--- config.mk ---
export PLATFORM = sky130hd
export DESIGN_NAME = battery_level_monitor_flat
export DESIGN_NICKNAME = d
export VERILOG_FILES = /design/src/design/blm_pkg.sv /design/src/design/blm_ifs.sv /design/src/design/blm_div.sv /design/src/design/battery_level_monitor.sv /design/src/flat_wrapper.sv
export SDC_FILE = /design/constraint.sdc
export NUM_CORES = 2
export LEC_CHECK = 0
export BUFFER_PORTS_ARGS = -buffer_cell sky130_fd_sc_hd__buf_2
export CORE_MARGIN = 2
export CORE_UTILIZATION = 35
export DETAILED_ROUTE_END_ITERATION = 6
export PLACE_DENSITY = 0.53
export SLEW_MARGIN = 5
export SYNTH_ARGS = -nofsm -noshare
export SYNTH_HDL_FRONTEND = slang
export SYNTH_SLANG_ARGS = --single-unit
--- constraint.sdc ---
create_clock -name clock -period 9.25 [get_ports clock]
set_input_delay 0.4625 -clock clock [delete_from_list [all_inputs] [get_ports clock]]
set_output_delay 0.4625 -clock clock [all_outputs]
set_load 0.02 [all_outputs]
--- src/design/blm_pkg.sv ---
// Package for the battery level monitor: widths, codes, reset values,
// and the request/response types of the shared divider. No dependencies.
package blm_pkg;

   localparam int FIFO_DEPTH_DEF = 8;
   localparam int AVG_COUNT_DEF  = 3;

   localparam int FUNC_W     = 2;
   localparam int ADC_W      = 12;
   localparam int STAMP_W    = 16;
   localparam int VOLT_W     = 12;
   localparam int PCT_W      = 7;
   localparam int GAIN_W     = 24;
   localparam int THR_W      = 9;
   localparam int HOLD_W     = 8;
   localparam int CSR_IDX_W  = 3;
   localparam int CSR_DATA_W = 24;
   localparam int PROD_W     = ADC_W + GAIN_W;
   localparam int PNUM_W     = 19;
   localparam int DIFF_W     = VOLT_W + 1;

   // item kinds
   localparam logic [FUNC_W-1:0] FUNC_SAMPLE = 2'd0;
   localparam logic [FUNC_W-1:0] FUNC_TICK   = 2'd1;
   localparam logic [FUNC_W-1:0] FUNC_REARM  = 2'd2;

   // register indexes
   localparam logic [CSR_IDX_W-1:0] CSR_VOLT_GAIN   = 3'd0;
   localparam logic [CSR_IDX_W-1:0] CSR_CUTOFF      = 3'd1;
   localparam logic [CSR_IDX_W-1:0] CSR_FULL_CHG    = 3'd2;
   localparam logic [CSR_IDX_W-1:0] CSR_FULL_DIS    = 3'd3;
   localparam logic [CSR_IDX_W-1:0] CSR_RISE_THR    = 3'd4;
   localparam logic [CSR_IDX_W-1:0] CSR_FALL_THR    = 3'd5;
   localparam logic [CSR_IDX_W-1:0] CSR_LOW_ENTER   = 3'd6;
   localparam logic [CSR_IDX_W-1:0] CSR_LOW_EXIT    = 3'd7;

   // register reset values
   localparam logic [GAIN_W-1:0] GAIN_RST      = 24'd2411110;
   localparam logic [VOLT_W-1:0] CUTOFF_RST    = 12'd560;
   localparam logic [VOLT_W-1:0] FULL_CHG_RST  = 12'd705;
   localparam logic [VOLT_W-1:0] FULL_DIS_RST  = 12'd655;
   localparam logic [THR_W-1:0]  RISE_THR_RST  = 9'd10;
   localparam logic [THR_W-1:0]  FALL_THR_RST  = 9'd3;
   localparam logic [PCT_W-1:0]  LOW_ENTER_RST = 7'd10;
   localparam logic [PCT_W-1:0]  LOW_EXIT_RST  = 7'd30;

   localparam logic [VOLT_W-1:0] REF_RST     = 12'd655;
   localparam logic [HOLD_W-1:0] HOLD_INIT   = 8'hFF;
   localparam logic [HOLD_W-1:0] HOLD_TICKS  = 8'd10;
   localparam logic [VOLT_W-1:0] VOLT_MAX    = 12'd4095;
   localparam logic [PCT_W-1:0]  PCT_SCALE   = 7'd100;

   // Q8 gain times 10000 scale: 256 * 10000
   localparam int DIV_NUM_W = PROD_W;
   localparam int DIV_DEN_W = 22;
   localparam int DIV_Q_W   = 12;
   localparam int DIV_CNT_W = 4;
   localparam logic [DIV_DEN_W-1:0] VOLT_DIV  = 22'd2560000;
   // products at or above 4096 * VOLT_DIV saturate
   localparam logic [PROD_W-1:0]    SAT_LIMIT = 36'd10485760000;

   localparam logic [DIV_CNT_W-1:0] NB_AVG  = 4'd12;
   localparam logic [DIV_CNT_W-1:0] NB_VOLT = 4'd12;
   localparam logic [DIV_CNT_W-1:0] NB_PCT  = 4'd7;

   typedef struct packed {
      logic                 start;
      logic [DIV_NUM_W-1:0] num;
      logic [DIV_DEN_W-1:0] den;
      logic [DIV_CNT_W-1:0] nbits;
   } div_req_type;

   typedef struct packed {
      logic               done;
      logic [DIV_Q_W-1:0] quot;
   } div_rsp_type;

endpackage

--- src/design/blm_ifs.sv ---
// Channel interfaces of the battery level monitor: request, response, CSR write.
// Depends on blm_pkg for field widths.
interface blm_req_if;
   import blm_pkg::*;
   logic               valid;
   logic               ready;
   logic [FUNC_W-1:0]  func;
   logic [ADC_W-1:0]   adc_sample;
   logic [STAMP_W-1:0] tick_stamp;
   modport source (output valid, func, adc_sample, tick_stamp, input ready);
   modport sink   (input valid, func, adc_sample, tick_stamp, output ready);
endinterface

interface blm_rsp_if;
   import blm_pkg::*;
   logic              valid;
   logic              ready;
   logic [VOLT_W-1:0] battery_volt;
   logic [PCT_W-1:0]  percent_left;
   logic              charging;
   logic              low_battery;
   logic              below_cutoff;
   logic              updated;
   logic              sample_dropped;
   modport source (output valid, battery_volt, percent_left, charging, low_battery,
                   below_cutoff, updated, sample_dropped, input ready);
   modport sink   (input valid, battery_volt, percent_left, charging, low_battery,
                   below_cutoff, updated, sample_dropped, output ready);
endinterface

interface blm_csr_if;
   import blm_pkg::*;
   logic                  valid;
   logic                  ready;
   logic [CSR_IDX_W-1:0]  index;
   logic [CSR_DATA_W-1:0] data;
   modport source (output valid, index, data, input ready);
   modport sink   (input valid, index, data, output ready);
endinterface

--- src/design/blm_div.sv ---
// Shared restoring divider, one quotient bit per cycle, quotient width set per request.
// Depends on blm_pkg (div_req_type, div_rsp_type).
module blm_div (
   input  logic                 clock,
   input  logic                 reset,
   input  blm_pkg::div_req_type req,
   output blm_pkg::div_rsp_type rsp
);
   import blm_pkg::*;

   logic [DIV_NUM_W-1:0] rem_ff, rem_in;
   logic [DIV_NUM_W-1:0] dsh_ff, dsh_in;
   logic [DIV_Q_W-1:0]   quot_ff, quot_in;
   logic [DIV_CNT_W-1:0] cnt_ff, cnt_in;
   logic                 busy_ff, busy_in;
   logic                 done_ff, done_in;
   logic                 sub_ok;

   assign sub_ok = rem_ff >= dsh_ff;

   always_comb begin
      rem_in  = rem_ff;
      dsh_in  = dsh_ff;
      quot_in = quot_ff;
      cnt_in  = cnt_ff;
      busy_in = busy_ff;
      done_in = 1'b0;
      if (req.start) begin
         rem_in  = req.num;
         dsh_in  = DIV_NUM_W'(req.den) << (req.nbits - DIV_CNT_W'(1));
         quot_in = '0;
         cnt_in  = req.nbits;
         busy_in = 1'b1;
      end else if (busy_ff) begin
         rem_in  = sub_ok ? rem_ff - dsh_ff : rem_ff;
         dsh_in  = dsh_ff >> 1;
         quot_in = {quot_ff[DIV_Q_W-2:0], sub_ok};
         cnt_in  = cnt_ff - DIV_CNT_W'(1);
         if (cnt_ff == DIV_CNT_W'(1)) begin
            busy_in = 1'b0;
            done_in = 1'b1;
         end
      end
   end

   always_ff @(posedge clock) begin
      if (reset) begin
         busy_ff <= 1'b0;
         done_ff <= 1'b0;
         cnt_ff  <= '0;
      end else begin
         busy_ff <= busy_in;
         done_ff <= done_in;
         cnt_ff  <= cnt_in;
      end
   end

   always_ff @(posedge clock) begin
      rem_ff  <= rem_in;
      dsh_ff  <= dsh_in;
      quot_ff <= quot_in;
   end

   assign rsp.done = done_ff;
   assign rsp.quot = quot_ff;

endmodule

--- src/design/battery_level_monitor.sv ---
// Battery level monitor top level. Samples, rearms, stale and short ticks go through
// multiply, voltage divide and percent divide; an averaging tick first sums and divides
// AVG_COUNT samples and adds slope decision and low-battery update. Saturation skips the
// voltage divide, full not above cut-off the percent divide. One transaction at a time:
// the next is accepted at the earliest in the cycle its response shows.
// Synchronous active-high reset: empty FIFO, state and registers at reset values.
module battery_level_monitor #(
   parameter int FIFO_DEPTH = blm_pkg::FIFO_DEPTH_DEF,
   parameter int AVG_COUNT  = blm_pkg::AVG_COUNT_DEF
) (
   input logic        clock,
   input logic        reset,
   blm_req_if.sink    req_chan,
   blm_rsp_if.source  rsp_chan,
   blm_csr_if.sink    csr_chan
);
   import blm_pkg::*;

   localparam int PTR_W = $clog2(FIFO_DEPTH);
   localparam int CNT_W = $clog2(FIFO_DEPTH + 1);
   localparam int SUM_W = ADC_W + $clog2(AVG_COUNT);
   localparam int SC_W  = $clog2(AVG_COUNT + 1);

   localparam logic [3:0] S_IDLE    = 4'd0;
   localparam logic [3:0] S_SUM     = 4'd1;
   localparam logic [3:0] S_AVG_GO  = 4'd2;
   localparam logic [3:0] S_AVG_WT  = 4'd3;
   localparam logic [3:0] S_MUL     = 4'd4;
   localparam logic [3:0] S_VOLT_GO = 4'd5;
   localparam logic [3:0] S_VOLT_WT = 4'd6;
   localparam logic [3:0] S_DECIDE  = 4'd7;
   localparam logic [3:0] S_PCT_GO  = 4'd8;
   localparam logic [3:0] S_PCT_WT  = 4'd9;
   localparam logic [3:0] S_LOW     = 4'd10;
   localparam logic [3:0] S_DONE    = 4'd11;

   logic [3:0]        state_ff, state_in;
   logic [CNT_W-1:0]  count_ff, count_in;
   logic [PTR_W-1:0]  head_ff, head_in;
   logic [PTR_W-1:0]  tail_ff, tail_in;
   logic [ADC_W-1:0]  avg_ff, avg_in;
   logic [VOLT_W-1:0] ref_ff, ref_in;
   logic              chg_ff, chg_in;
   logic [HOLD_W-1:0] hold_ff, hold_in;
   logic              low_ff, low_in;
   logic [STAMP_W-1:0] stamp_ff, stamp_in;
   logic              upd_ff, upd_in;
   logic              drop_ff, drop_in;
   logic [SC_W-1:0]   sc_ff, sc_in;

   logic [GAIN_W-1:0] gain_ff, gain_in;
   logic [VOLT_W-1:0] cut_ff, cut_in;
   logic [VOLT_W-1:0] fchg_ff, fchg_in;
   logic [VOLT_W-1:0] fdis_ff, fdis_in;
   logic [THR_W-1:0]  rise_ff, rise_in;
   logic [THR_W-1:0]  fall_ff, fall_in;
   logic [PCT_W-1:0]  lent_ff, lent_in;
   logic [PCT_W-1:0]  lext_ff, lext_in;

   // payload registers
   logic [SUM_W-1:0]  sum_ff, sum_in;
   logic [PROD_W-1:0] prod_ff, prod_in;
   logic [VOLT_W-1:0] volt_ff, volt_in;
   logic [PCT_W-1:0]  pct_ff, pct_in;
   logic [ADC_W-1:0]  rd_data_ff;

   logic              rsp_valid_ff, rsp_valid_in;
   logic [VOLT_W-1:0] rsp_volt_ff, rsp_volt_in;
   logic [PCT_W-1:0]  rsp_pct_ff, rsp_pct_in;
   logic              rsp_chg_ff, rsp_chg_in;
   logic              rsp_low_ff, rsp_low_in;
   logic              rsp_below_ff, rsp_below_in;
   logic              rsp_upd_ff, rsp_upd_in;
   logic              rsp_drop_ff, rsp_drop_in;

   logic [ADC_W-1:0]  fifo_mem [FIFO_DEPTH];

   div_req_type       div_req;
   div_rsp_type       div_rsp;

   logic              req_fire;
   logic              push;
   logic              fifo_full;
   logic [VOLT_W-1:0] full_v;
   logic [VOLT_W-1:0] vclamp;
   logic signed [DIFF_W-1:0] diff;
   logic signed [DIFF_W-1:0] rise_x;
   logic signed [DIFF_W-1:0] fall_x;

   blm_div u_div (
      .clock (clock),
      .reset (reset),
      .req   (div_req),
      .rsp   (div_rsp)
   );

   assign req_chan.ready = (state_ff == S_IDLE);
   assign csr_chan.ready = 1'b1;
   assign req_fire  = req_chan.valid && req_chan.ready;
   assign fifo_full = (count_ff >= CNT_W'(FIFO_DEPTH));
   assign push      = req_fire && (req_chan.func == FUNC_SAMPLE) && !fifo_full;

   assign full_v = chg_ff ? fchg_ff : fdis_ff;
   assign vclamp = (volt_ff < cut_ff) ? cut_ff : ((volt_ff > full_v) ? full_v : volt_ff);
   assign diff   = $signed({1'b0, volt_ff}) - $signed({1'b0, ref_ff});
   assign rise_x = $signed({{(DIFF_W-THR_W){rise_ff[THR_W-1]}}, rise_ff});
   assign fall_x = $signed({{(DIFF_W-THR_W){fall_ff[THR_W-1]}}, fall_ff});

   // configuration writes
   always_comb begin
      gain_in = gain_ff;
      cut_in  = cut_ff;
      fchg_in = fchg_ff;
      fdis_in = fdis_ff;
      rise_in = rise_ff;
      fall_in = fall_ff;
      lent_in = lent_ff;
      lext_in = lext_ff;
      if (csr_chan.valid) begin
         case (csr_chan.index)
            CSR_VOLT_GAIN: gain_in = csr_chan.data[GAIN_W-1:0];
            CSR_CUTOFF:    cut_in  = csr_chan.data[VOLT_W-1:0];
            CSR_FULL_CHG:  fchg_in = csr_chan.data[VOLT_W-1:0];
            CSR_FULL_DIS:  fdis_in = csr_chan.data[VOLT_W-1:0];
            CSR_RISE_THR:  rise_in = csr_chan.data[THR_W-1:0];
            CSR_FALL_THR:  fall_in = csr_chan.data[THR_W-1:0];
            CSR_LOW_ENTER: lent_in = csr_chan.data[PCT_W-1:0];
            CSR_LOW_EXIT:  lext_in = csr_chan.data[PCT_W-1:0];
            default: ;
         endcase
      end
   end

   // sequencer
   always_comb begin
      state_in = state_ff;
      count_in = count_ff;
      head_in  = head_ff;
      tail_in  = tail_ff;
      avg_in   = avg_ff;
      ref_in   = ref_ff;
      chg_in   = chg_ff;
      hold_in  = hold_ff;
      low_in   = low_ff;
      stamp_in = stamp_ff;
      upd_in   = upd_ff;
      drop_in  = drop_ff;
      sc_in    = sc_ff;
      sum_in   = sum_ff;
      prod_in  = prod_ff;
      volt_in  = volt_ff;
      pct_in   = pct_ff;
      div_req  = '0;

      rsp_valid_in = rsp_valid_ff && !rsp_chan.ready;
      rsp_volt_in  = rsp_volt_ff;
      rsp_pct_in   = rsp_pct_ff;
      rsp_chg_in   = rsp_chg_ff;
      rsp_low_in   = rsp_low_ff;
      rsp_below_in = rsp_below_ff;
      rsp_upd_in   = rsp_upd_ff;
      rsp_drop_in  = rsp_drop_ff;

      case (state_ff)
         S_IDLE: begin
            if (req_fire) begin
               upd_in   = 1'b0;
               drop_in  = 1'b0;
               sum_in   = '0;
               sc_in    = '0;
               state_in = S_MUL;
               case (req_chan.func)
                  FUNC_SAMPLE: begin
                     if (fifo_full) begin
                        drop_in = 1'b1;
                     end else begin
                        count_in = count_ff + CNT_W'(1);
                        tail_in  = (tail_ff == PTR_W'(FIFO_DEPTH - 1)) ?
                                   '0 : tail_ff + PTR_W'(1);
                     end
                  end
                  FUNC_TICK: begin
                     if (req_chan.tick_stamp != stamp_ff) begin
                        stamp_in = req_chan.tick_stamp;
                        if (count_ff >= CNT_W'(AVG_COUNT)) begin
                           upd_in   = 1'b1;
                           count_in = count_ff - CNT_W'(AVG_COUNT);
                           state_in = S_SUM;
                        end
                     end
                  end
                  FUNC_REARM: begin
                     if (hold_ff != HOLD_INIT) begin
                        hold_in = HOLD_TICKS;
                     end
                  end
                  default: ;
               endcase
            end
         end
         S_SUM: begin
            // read data is registered, so it follows the pointer in the next cycle
            if (sc_ff != '0) begin
               sum_in = sum_ff + SUM_W'(rd_data_ff);
            end
            if (sc_ff == SC_W'(AVG_COUNT)) begin
               state_in = S_AVG_GO;
            end else begin
               sc_in   = sc_ff + SC_W'(1);
               head_in = (head_ff == PTR_W'(FIFO_DEPTH - 1)) ? '0 : head_ff + PTR_W'(1);
            end
         end
         S_AVG_GO: begin
            div_req.start = 1'b1;
            div_req.num   = DIV_NUM_W'(sum_ff);
            div_req.den   = DIV_DEN_W'(AVG_COUNT);
            div_req.nbits = NB_AVG;
            state_in      = S_AVG_WT;
         end
         S_AVG_WT: begin
            if (div_rsp.done) begin
               avg_in   = div_rsp.quot[ADC_W-1:0];
               state_in = S_MUL;
            end
         end
         S_MUL: begin
            prod_in  = PROD_W'(avg_ff) * PROD_W'(gain_ff);
            state_in = S_VOLT_GO;
         end
         S_VOLT_GO: begin
            if (prod_ff >= SAT_LIMIT) begin
               volt_in  = VOLT_MAX;
               state_in = upd_ff ? S_DECIDE : S_PCT_GO;
            end else begin
               div_req.start = 1'b1;
               div_req.num   = prod_ff;
               div_req.den   = VOLT_DIV;
               div_req.nbits = NB_VOLT;
               state_in      = S_VOLT_WT;
            end
         end
         S_VOLT_WT: begin
            if (div_rsp.done) begin
               volt_in  = div_rsp.quot[VOLT_W-1:0];
               state_in = upd_ff ? S_DECIDE : S_PCT_GO;
            end
         end
         S_DECIDE: begin
            if (hold_ff == '0 || hold_ff == HOLD_INIT) begin
               hold_in = '0;
               if (diff > rise_x) begin
                  chg_in = 1'b1;
                  ref_in = volt_ff;
               end else if (diff < fall_x) begin
                  chg_in = 1'b0;
                  ref_in = volt_ff;
               end
            end else begin
               hold_in = hold_ff - HOLD_W'(1);
               ref_in  = volt_ff;
            end
            state_in = S_PCT_GO;
         end
         S_PCT_GO: begin
            if (full_v <= cut_ff) begin
               pct_in   = '0;
               state_in = upd_ff ? S_LOW : S_DONE;
            end else begin
               div_req.start = 1'b1;
               div_req.num   = DIV_NUM_W'(PNUM_W'(vclamp - cut_ff) * PNUM_W'(PCT_SCALE));
               div_req.den   = DIV_DEN_W'(full_v - cut_ff);
               div_req.nbits = NB_PCT;
               state_in      = S_PCT_WT;
            end
         end
         S_PCT_WT: begin
            if (div_rsp.done) begin
               pct_in   = div_rsp.quot[PCT_W-1:0];
               state_in = upd_ff ? S_LOW : S_DONE;
            end
         end
         S_LOW: begin
            if (pct_ff < lent_ff) begin
               low_in = 1'b1;
            end else if (pct_ff >= lext_ff) begin
               low_in = 1'b0;
            end
            state_in = S_DONE;
         end
         S_DONE: begin
            if (!rsp_valid_ff || rsp_chan.ready) begin
               rsp_valid_in = 1'b1;
               rsp_volt_in  = volt_ff;
               rsp_pct_in   = pct_ff;
               rsp_chg_in   = chg_ff;
               rsp_low_in   = low_ff;
               rsp_below_in = volt_ff < cut_ff;
               rsp_upd_in   = upd_ff;
               rsp_drop_in  = drop_ff;
               state_in     = S_IDLE;
            end
         end
         default: begin
            state_in = S_IDLE;
         end
      endcase
   end

   always_ff @(posedge clock) begin
      if (reset) begin
         state_ff     <= S_IDLE;
         count_ff     <= '0;
         head_ff      <= '0;
         tail_ff      <= '0;
         avg_ff       <= '0;
         ref_ff       <= REF_RST;
         chg_ff       <= 1'b0;
         hold_ff      <= HOLD_INIT;
         low_ff       <= 1'b0;
         stamp_ff     <= '0;
         upd_ff       <= 1'b0;
         drop_ff      <= 1'b0;
         sc_ff        <= '0;
         gain_ff      <= GAIN_RST;
         cut_ff       <= CUTOFF_RST;
         fchg_ff      <= FULL_CHG_RST;
         fdis_ff      <= FULL_DIS_RST;
         rise_ff      <= RISE_THR_RST;
         fall_ff      <= FALL_THR_RST;
         lent_ff      <= LOW_ENTER_RST;
         lext_ff      <= LOW_EXIT_RST;
         rsp_valid_ff <= 1'b0;
      end else begin
         state_ff     <= state_in;
         count_ff     <= count_in;
         head_ff      <= head_in;
         tail_ff      <= tail_in;
         avg_ff       <= avg_in;
         ref_ff       <= ref_in;
         chg_ff       <= chg_in;
         hold_ff      <= hold_in;
         low_ff       <= low_in;
         stamp_ff     <= stamp_in;
         upd_ff       <= upd_in;
         drop_ff      <= drop_in;
         sc_ff        <= sc_in;
         gain_ff      <= gain_in;
         cut_ff       <= cut_in;
         fchg_ff      <= fchg_in;
         fdis_ff      <= fdis_in;
         rise_ff      <= rise_in;
         fall_ff      <= fall_in;
         lent_ff      <= lent_in;
         lext_ff      <= lext_in;
         rsp_valid_ff <= rsp_valid_in;
      end
   end

   always_ff @(posedge clock) begin
      sum_ff       <= sum_in;
      prod_ff      <= prod_in;
      volt_ff      <= volt_in;
      pct_ff       <= pct_in;
      rsp_volt_ff  <= rsp_volt_in;
      rsp_pct_ff   <= rsp_pct_in;
      rsp_chg_ff   <= rsp_chg_in;
      rsp_low_ff   <= rsp_low_in;
      rsp_below_ff <= rsp_below_in;
      rsp_upd_ff   <= rsp_upd_in;
      rsp_drop_ff  <= rsp_drop_in;
   end

   // sample FIFO storage
   always_ff @(posedge clock) begin
      if (push) begin
         fifo_mem[tail_ff] <= req_chan.adc_sample;
      end
      rd_data_ff <= fifo_mem[head_ff];
   end

   assign rsp_chan.valid          = rsp_valid_ff;
   assign rsp_chan.battery_volt   = rsp_volt_ff;
   assign rsp_chan.percent_left   = rsp_pct_ff;
   assign rsp_chan.charging       = rsp_chg_ff;
   assign rsp_chan.low_battery    = rsp_low_ff;
   assign rsp_chan.below_cutoff   = rsp_below_ff;
   assign rsp_chan.updated        = rsp_upd_ff;
   assign rsp_chan.sample_dropped = rsp_drop_ff;

endmodule

--- src/flat_wrapper.sv ---
// flat-port wrapper written by rule: the top's interface ports become plain ports
module battery_level_monitor_flat import blm_pkg::*;
#(
   parameter int FIFO_DEPTH = blm_pkg::FIFO_DEPTH_DEF,
   parameter int AVG_COUNT  = blm_pkg::AVG_COUNT_DEF
)
  (clock, reset, req_chan_valid, req_chan_func, req_chan_adc_sample, req_chan_tick_stamp, req_chan_ready, rsp_chan_valid, rsp_chan_battery_volt, rsp_chan_percent_left, rsp_chan_charging, rsp_chan_low_battery, rsp_chan_below_cutoff, rsp_chan_updated, rsp_chan_sample_dropped, rsp_chan_ready, csr_chan_valid, csr_chan_index, csr_chan_data, csr_chan_ready);
  blm_req_if req_chan_i ();
  blm_rsp_if rsp_chan_i ();
  blm_csr_if csr_chan_i ();
  input logic clock;
  input logic reset;
  input wire logic [$bits(req_chan_i.valid)-1:0] req_chan_valid;
  input wire logic [$bits(req_chan_i.func)-1:0] req_chan_func;
  input wire logic [$bits(req_chan_i.adc_sample)-1:0] req_chan_adc_sample;
  input wire logic [$bits(req_chan_i.tick_stamp)-1:0] req_chan_tick_stamp;
  output wire logic [$bits(req_chan_i.ready)-1:0] req_chan_ready;
  output wire logic [$bits(rsp_chan_i.valid)-1:0] rsp_chan_valid;
  output wire logic [$bits(rsp_chan_i.battery_volt)-1:0] rsp_chan_battery_volt;
  output wire logic [$bits(rsp_chan_i.percent_left)-1:0] rsp_chan_percent_left;
  output wire logic [$bits(rsp_chan_i.charging)-1:0] rsp_chan_charging;
  output wire logic [$bits(rsp_chan_i.low_battery)-1:0] rsp_chan_low_battery;
  output wire logic [$bits(rsp_chan_i.below_cutoff)-1:0] rsp_chan_below_cutoff;
  output wire logic [$bits(rsp_chan_i.updated)-1:0] rsp_chan_updated;
  output wire logic [$bits(rsp_chan_i.sample_dropped)-1:0] rsp_chan_sample_dropped;
  input wire logic [$bits(rsp_chan_i.ready)-1:0] rsp_chan_ready;
  input wire logic [$bits(csr_chan_i.valid)-1:0] csr_chan_valid;
  input wire logic [$bits(csr_chan_i.index)-1:0] csr_chan_index;
  input wire logic [$bits(csr_chan_i.data)-1:0] csr_chan_data;
  output wire logic [$bits(csr_chan_i.ready)-1:0] csr_chan_ready;
  assign req_chan_i.valid = req_chan_valid;
  assign req_chan_i.func = req_chan_func;
  assign req_chan_i.adc_sample = req_chan_adc_sample;
  assign req_chan_i.tick_stamp = req_chan_tick_stamp;
  assign req_chan_ready = req_chan_i.ready;
  assign rsp_chan_valid = rsp_chan_i.valid;
  assign rsp_chan_battery_volt = rsp_chan_i.battery_volt;
  assign rsp_chan_percent_left = rsp_chan_i.percent_left;
  assign rsp_chan_charging = rsp_chan_i.charging;
  assign rsp_chan_low_battery = rsp_chan_i.low_battery;
  assign rsp_chan_below_cutoff = rsp_chan_i.below_cutoff;
  assign rsp_chan_updated = rsp_chan_i.updated;
  assign rsp_chan_sample_dropped = rsp_chan_i.sample_dropped;
  assign rsp_chan_i.ready = rsp_chan_ready;
  assign csr_chan_i.valid = csr_chan_valid;
  assign csr_chan_i.index = csr_chan_index;
  assign csr_chan_i.data = csr_chan_data;
  assign csr_chan_ready = csr_chan_i.ready;
  battery_level_monitor #(.FIFO_DEPTH(FIFO_DEPTH), .AVG_COUNT(AVG_COUNT)) u_core (.clock(clock), .reset(reset), .req_chan(req_chan_i), .rsp_chan(rsp_chan_i), .csr_chan(csr_chan_i));
endmodule
=== After elaboration in Yosys (flattened, before gate mapping) ===
Memory sizes are Yosys's and may differ from the RTL's. A register that Yosys moved wholly into a read port is not among the register bits.
Cells that the tools add are included.

* Bits in registers: 344
* Word-level logic and storage cells: 232
* Memories kept: 1
* Input bits: 62
* RAM bits: 96
* Output and inout bits: 27

* Bitwise logic cells: 3
* Shift-type cells: 1
* Magnitude comparators: 11
* Add/sub/neg operators: 13
* Reduce and logical (&&, ||, !) cells: 49
* Multiplexer cells: 70
* Equality and inequality tests: 43
* Multipliers: 2

{| class="wikitable"
|+ Memory list
! name !! words !! width !! rd ports !! clocked after Yosys merged registers in !! write ports !! RTL line !! text
|-
| u_core.fifo_mem || 8 || 12 || 1 || 1 || 1 || battery_level_monitor.sv:76 || <nowiki>logic [ADC_W-1:0] fifo_mem [FIFO_DEPTH];</nowiki>
|}

{| class="wikitable"
|+ Operator list
! kind !! number
|-
| $pmux W63 S3 || 1
|-
| $mux W36 || 5
|-
| $mux W63 || 2
|-
| $mux W12 || 8
|-
| $mux W4 || 16
|-
| $pmux W4 S12 || 1
|-
| $sub A12 B12 Y13 || 3
|-
| $ge A36 B34 Y1 const B || 1
|-
| $ge A36 B36 Y1 || 1
|-
| $mul A12 B24 Y36 || 1
|-
| $shl A22 B4 Y36 || 1
|-
| $sub A36 B36 Y36 || 1
|-
| $mux W8 || 4
|-
| $reduce_and A2 Y1 || 15
|-
| $mux W14 || 2
|-
| $pmux W14 S2 || 1
|-
| $mul A19 B5 Y24 const B || 1
|-
| $pmux W12 S2 || 1
|-
| $reduce_bool A2 Y1 || 10
|-
| $eq A3 B3 Y1 const B || 6
|-
| $mux W1 || 18
|-
| $eq A4 B3 Y1 const B || 4
|-
| $eq A4 B4 Y1 const B || 4
|-
| $ne A16 B16 Y1 || 1
|-
| other kinds (46) || 84
|}

=== Logic depth before layout (Yosys ltp) ===
* Depth after elaboration: 11
* Gate-level depth with buffers: 38

=== By module ===
Synthesis repeated with hierarchy kept, for this count alone.

* Cell total of the unflattened synthesis: 3678
* Area total of the unflattened synthesis: 35077.4 um^2

{| class="wikitable"
|+ By module, submodules not included
! module !! area each (um^2) !! sequential area each (um^2) !! cells each !! times used
|-
| battery_level_monitor || 28165.8 || 9138.8 || 2888 || 1
|-
| blm_div || 6911.6 || 2522.4 || 790 || 1
|}

=== Worst setup path after synthesis ===
OpenSTA, ideal clock, no wires.

* Kind: reg2reg
* Start: register u_core.chg_ff
* End: register u_core.u_div.rem_ff[20], data pin
* Library setup time: 0.272 ns
* Cell stages (with the launch flop): 38
* Slack: 1.772 ns
* Path buffers: 1
* Data arrival time: 7.207 ns
* Period minus slack after synthesis: 7.478 ns
* Cell sequence: dfxtp_1 > buf_1 > mux2_2 > inv_1 > ha_1 > a21o_1 > a21o_1 > a21oi_1 > nor2_1 > a2111oi_0 > nor2_1 > mux2_2 > mux2_2 > ha_1 > nor2b_1 > o21ai_0 > a21boi_0 > o21ai_0 > (+2 left out) > a41o_1 > nor2_1 > xnor2_1 > ha_1 > ha_1 > inv_1 > fa_1 > inv_1 > ha_1 > a21oi_1 > nor2b_1 > nor2_1 > o21a_1 > a31oi_1 > a31o_2 > o21ai_0 > a32oi_1 > o211ai_1

* Cells in the longest elaborated chain, start to end: 9
* Elaborated cells on any way between the ends: 10
* Those cells by class: 1 x add/sub; 1 x mul; 2 x order compare; 6 x mux

{| class="wikitable"
|+ Ends and longest elaborated chain
! element !! RTL line !! text
|-
| start, declared || battery_level_monitor.sv:43 || <nowiki>logic chg_ff, chg_in;</nowiki>
|-
| start signal, assigned || battery_level_monitor.sv:340 || <nowiki>chg_ff <= chg_in;</nowiki>
|-
| $mux W12 * || battery_level_monitor.sv:103 || <nowiki>assign full_v = chg_ff ? fchg_ff : fdis_ff;</nowiki>
|-
| $gt A12 B12 Y1 || battery_level_monitor.sv:104 || <nowiki>assign vclamp = (volt_ff < cut_ff) ? cut_ff : ((volt_ff > full_v) ? full_v : volt_ff);</nowiki>
|-
| $mux W12 (2 in series) || battery_level_monitor.sv:104 ||
|-
| $sub A12 B12 Y13 || battery_level_monitor.sv:270 || <nowiki>div_req.num = DIV_NUM_W'(PNUM_W'(vclamp - cut_ff) * PNUM_W'(PCT_SCALE));</nowiki>
|-
| $mul A19 B5 Y24 || battery_level_monitor.sv:270 ||
|-
| $mux W63 * || battery_level_monitor.sv:265 || <nowiki>if (full_v <= cut_ff) begin</nowiki>
|-
| $pmux W63 S3 * || battery_level_monitor.sv:164 || <nowiki>case (state_ff)</nowiki>
|-
| $mux W36 * || blm_div.sv:28 || <nowiki>if (req.start) begin</nowiki>
|-
| named net u_core.u_div.rem_in[20] || blm_div.sv:11 || <nowiki>logic [DIV_NUM_W-1:0] rem_ff, rem_in;</nowiki>
|-
| end signal, assigned || blm_div.sv:59 || <nowiki>rem_ff <= rem_in;</nowiki>
|-
| end, declared || blm_div.sv:11 ||
|}

The timed path passes the listed nets; every way through them passes the cells marked *.
A chain may end at the register's enable or synchronous reset.

=== Worst setup path in the final report ===
Ends and elaborated chain as after synthesis.

==> summary.txt <==
status: finished clean
Placed Area: 35700 um^2
area delta synth->final: 10.5%
area leader, netlist: edfxtp_1
GPL Wtd Cong: 0.893
Post-CTS Setup Inserts: 0
global-route wire length before repair: 144000 um
global routing usage on met3: 3.11%
Clock Latency Late Sink: 0.64 ns
die area: 99200 um^2
synthesized area per cell: 9.73 um^2
#FFs+latches synth: 452
Core ar.: 96300 um^2
number of I/O pins: 89
root buffer cell: clkbuf_16
post-synth net total: 4050
PwrDens: 226 nW/um^2
Final Skew: 0.0612 ns
post-synthesis cell area: 33900 um^2
die width: 315 um
RSZ-0062 raised after global routing: no
Synth top area share: 23.2%
max-slew headroom at the worst pin: 26.5%
part of the cycle the worst path needs: 87.7%
Mapped Cells: 3479
worst hold path class: in2reg
Hold-fix buffers, CTS: 0
most used cell, CP: ha_1
Sum Neg Setup Slack: 0 ns
routed length per instance: 19.1 um
post-route ant nets: 0
Initial Util: 35.2%
Async SR Flop Fraction: 0%
measured slew at the worst slew-check pin: 1.10 ns
initial antenna violation count: 2
Reg clk slew, reported paths: 0.07 ns
register area share after synthesis: 34.4%
setup violators final: 0
Worst EP arrival: 8.47 ns
First DRT Iteration DRCs: 1760
Detail Placement HPWL: 69700 um
DRC: 0
CTS tree: done
crit end category: flop
post-cts resize count: 0
Period minus WS final: 8.11 ns
Design Area, Final: 37400 um^2
most common cell in the netlist: nand2_1
final worst slack: 1.14 ns
Max Slew Vio Count: 0
maximum VDD drop: 0.254 mV
fraction of layout cells with a size suffix above 1: 8.70%
required time of the critical path: 9.60 ns
Max Cap Viol: 0
Leak: 15.4 nW
critical path fanouts, max: 10
number of global-route vias before repair: 24400
die height: 315 um
Synth top cells by count: 469 x nand2_1, 390 x inv_1, 273 x ha_1, 261 x edfxtp_1, 236 x fa_1
total grt overflow: 0
met2 Usage GRT: 29.8%
detailed-route vias per instance: 5.09
global router's overall resource usage: 18.6%
# nets final: 4078
Main synth FF type: edfxtp_1
count of cell types in the netlist: 88
Critical path buffers and inverters: 3
Yosys warnings: 0
number of port buffers: 87
worst slack at placement: 1.18 ns
number of synthesized flops with an enable pin: 261
Critical Path Slowest Stage Cell: dfxtp_1
first drt pass iteration count: 5
critical path class: reg2reg
total length of routed wires: 92400 um
Final Hold Vio Count: 0
largest net degree at the start of global routing: 94
CP top delay family: compound AO/OA/AOI/OAI gates
final core occ: 38.9%
row count: 114
H-tree depth: 2
Sequential Area: 11700 um^2
FMAX: 123 MHz
layer carrying the most global-route usage: met2
clock buffer depth: 3
synth top area cells: edfxtp_1 23%, fa_1 14%, dfxtp_1 11%
vias: 24600
CTS Buf Count: 53
multi-input logic area: 20100 um^2
# clock sinks: 452
# fillers: 9620
routing usage on met1: 26.1%
Largest stage delay, worst path: 0.61 ns
critical path launch point type: flop
## power by group
part | switching, mW | leakage (nW) | internal, mW
clock | 0.899 | 0.860 | 1.22
sequential | 0.242 | 3.97 | 2.50
combinational | 2.13 | 10.6 | 1.47
## stage by stage
stage | hold slack (ns) | instances | power [mW]
6_report | 0.0881 | 4828 | 8.45
3_3_place_gp | 0.419 | 4728 | 6.32
2_1_floorplan | 0.402 | 3479 | 5.38
5_1_grt | 0.0864 | 4828 | 9.05
4_1_cts | 0.0481 | 4827 | 8.49
3_5_place_dp | 0.425 | 4728 | 6.33
## final timing paths
check                                  start                                     to  slack [ns]  cells past startpoint
hold / removal             csr_chan_data[15]        u_core.gain_ff[15]$_SDFFE_PP1P_        0.09                      3
setup reg to reg  u_core.chg_ff$_SDFFE_PP0P_      u_core.u_div.rem_ff[20]$_DFFE_PP_        1.14                     36
setup / recovery  u_core.chg_ff$_SDFFE_PP0P_      u_core.u_div.rem_ff[20]$_DFFE_PP_        1.14                     36
hold reg to reg   u_core.low_ff$_SDFFE_PP0P_  u_core.rsp_chan.low_battery$_DFFE_PP_        0.44                      0
## layer usage
metal  routed length [um]  vias to the layer above
li1                     -                    11900
met1                43200                    12000
met2                42100                      531
met3                 4820                      109
met4                 2300                        2
met5                    7                        -
## sequential cells by signal, indices dropped and copies added, names as in the netlist, 9 cells and up
name / flops
u_core.fall_ff: 9
u_core.avg_ff: 12
u_core.u_div.dsh_ff: 36
u_core.fifo_mem: 96
u_core.u_div.rem_ff: 36
u_core.rsp_chan.battery_volt: 12
u_core.cut_ff: 12
u_core.gain_ff: 24
u_core.ref_ff: 12
u_core.prod_ff: 36
u_core.sum_ff: 14
u_core.fdis_ff: 12
u_core.fchg_ff: 12
u_core.volt_ff: 12
u_core.u_div.quot_ff: 12
u_core.rd_data_ff: 12
u_core.rise_ff: 9
u_core.stamp_ff: 16
## cells in the final DEF (no fill, tap or decap), types with 17 or more instances in the layout
master     netlist  routed
xnor2_1         66      66
nor3_1          50      41
buf_2           11      86
o21a_1          27      27
mux4_2          24      24
and2_1          90      90
o21ai_0        110     109
inv_1          390     390
dfxtp_1        191     190
and3_1          17      17
or3_1           27      27
a21o_1          66      66
fa_1           236     236
edfxtp_1       261     261
nand2_1        469     469
nand3b_1        23      23
xor2_1          68      68
nand2b_1        45      45
mux2i_1         89      89
buf_4            4      48
a211o_1         18      18
nor2b_1         42      42
a21oi_1        168     168
a22oi_1         23      23
nand3_1         55      55
clkbuf_16        0      53
nor2_1         218     218
mux2_2          28      28
ha_1           273     273
## worst register-to-register path, delay by kind of cell, from the launching register on
family                   cells  cell delay (ns)
AND/OR/NAND/NOR              7             1.02
XOR/XNOR                     1             0.16
flip-flops                   1             0.61
AO/OA/AOI/OAI               16             3.02
multiplexers                 3             1.01
adder cells (fa/ha/maj)      6             1.86
buffers and inverters        3             0.16
## area by class of cell
class                      count  area share (%)
inverter                     392            3.93
antenna                        1         0.00669
timing repair buffer         135            2.14
multi-input combinational   2473            53.8
clock buffer                  75            3.98
tap                         1276            4.27
sequential                   452            31.2
clock inverter                24           0.706
## cell families after synthesis
logic type	share of synthesized area, %
XOR/XNOR	3.52
buffers and inverters	6.31
other	0.0111
AO/OA/AOI/OAI	11.5
AND/OR/NAND/NOR	15.0
multiplexers	5.16
adder cells (fa/ha/maj)	24.0
flip-flops	34.4
(Power assumes the default switching activity.)
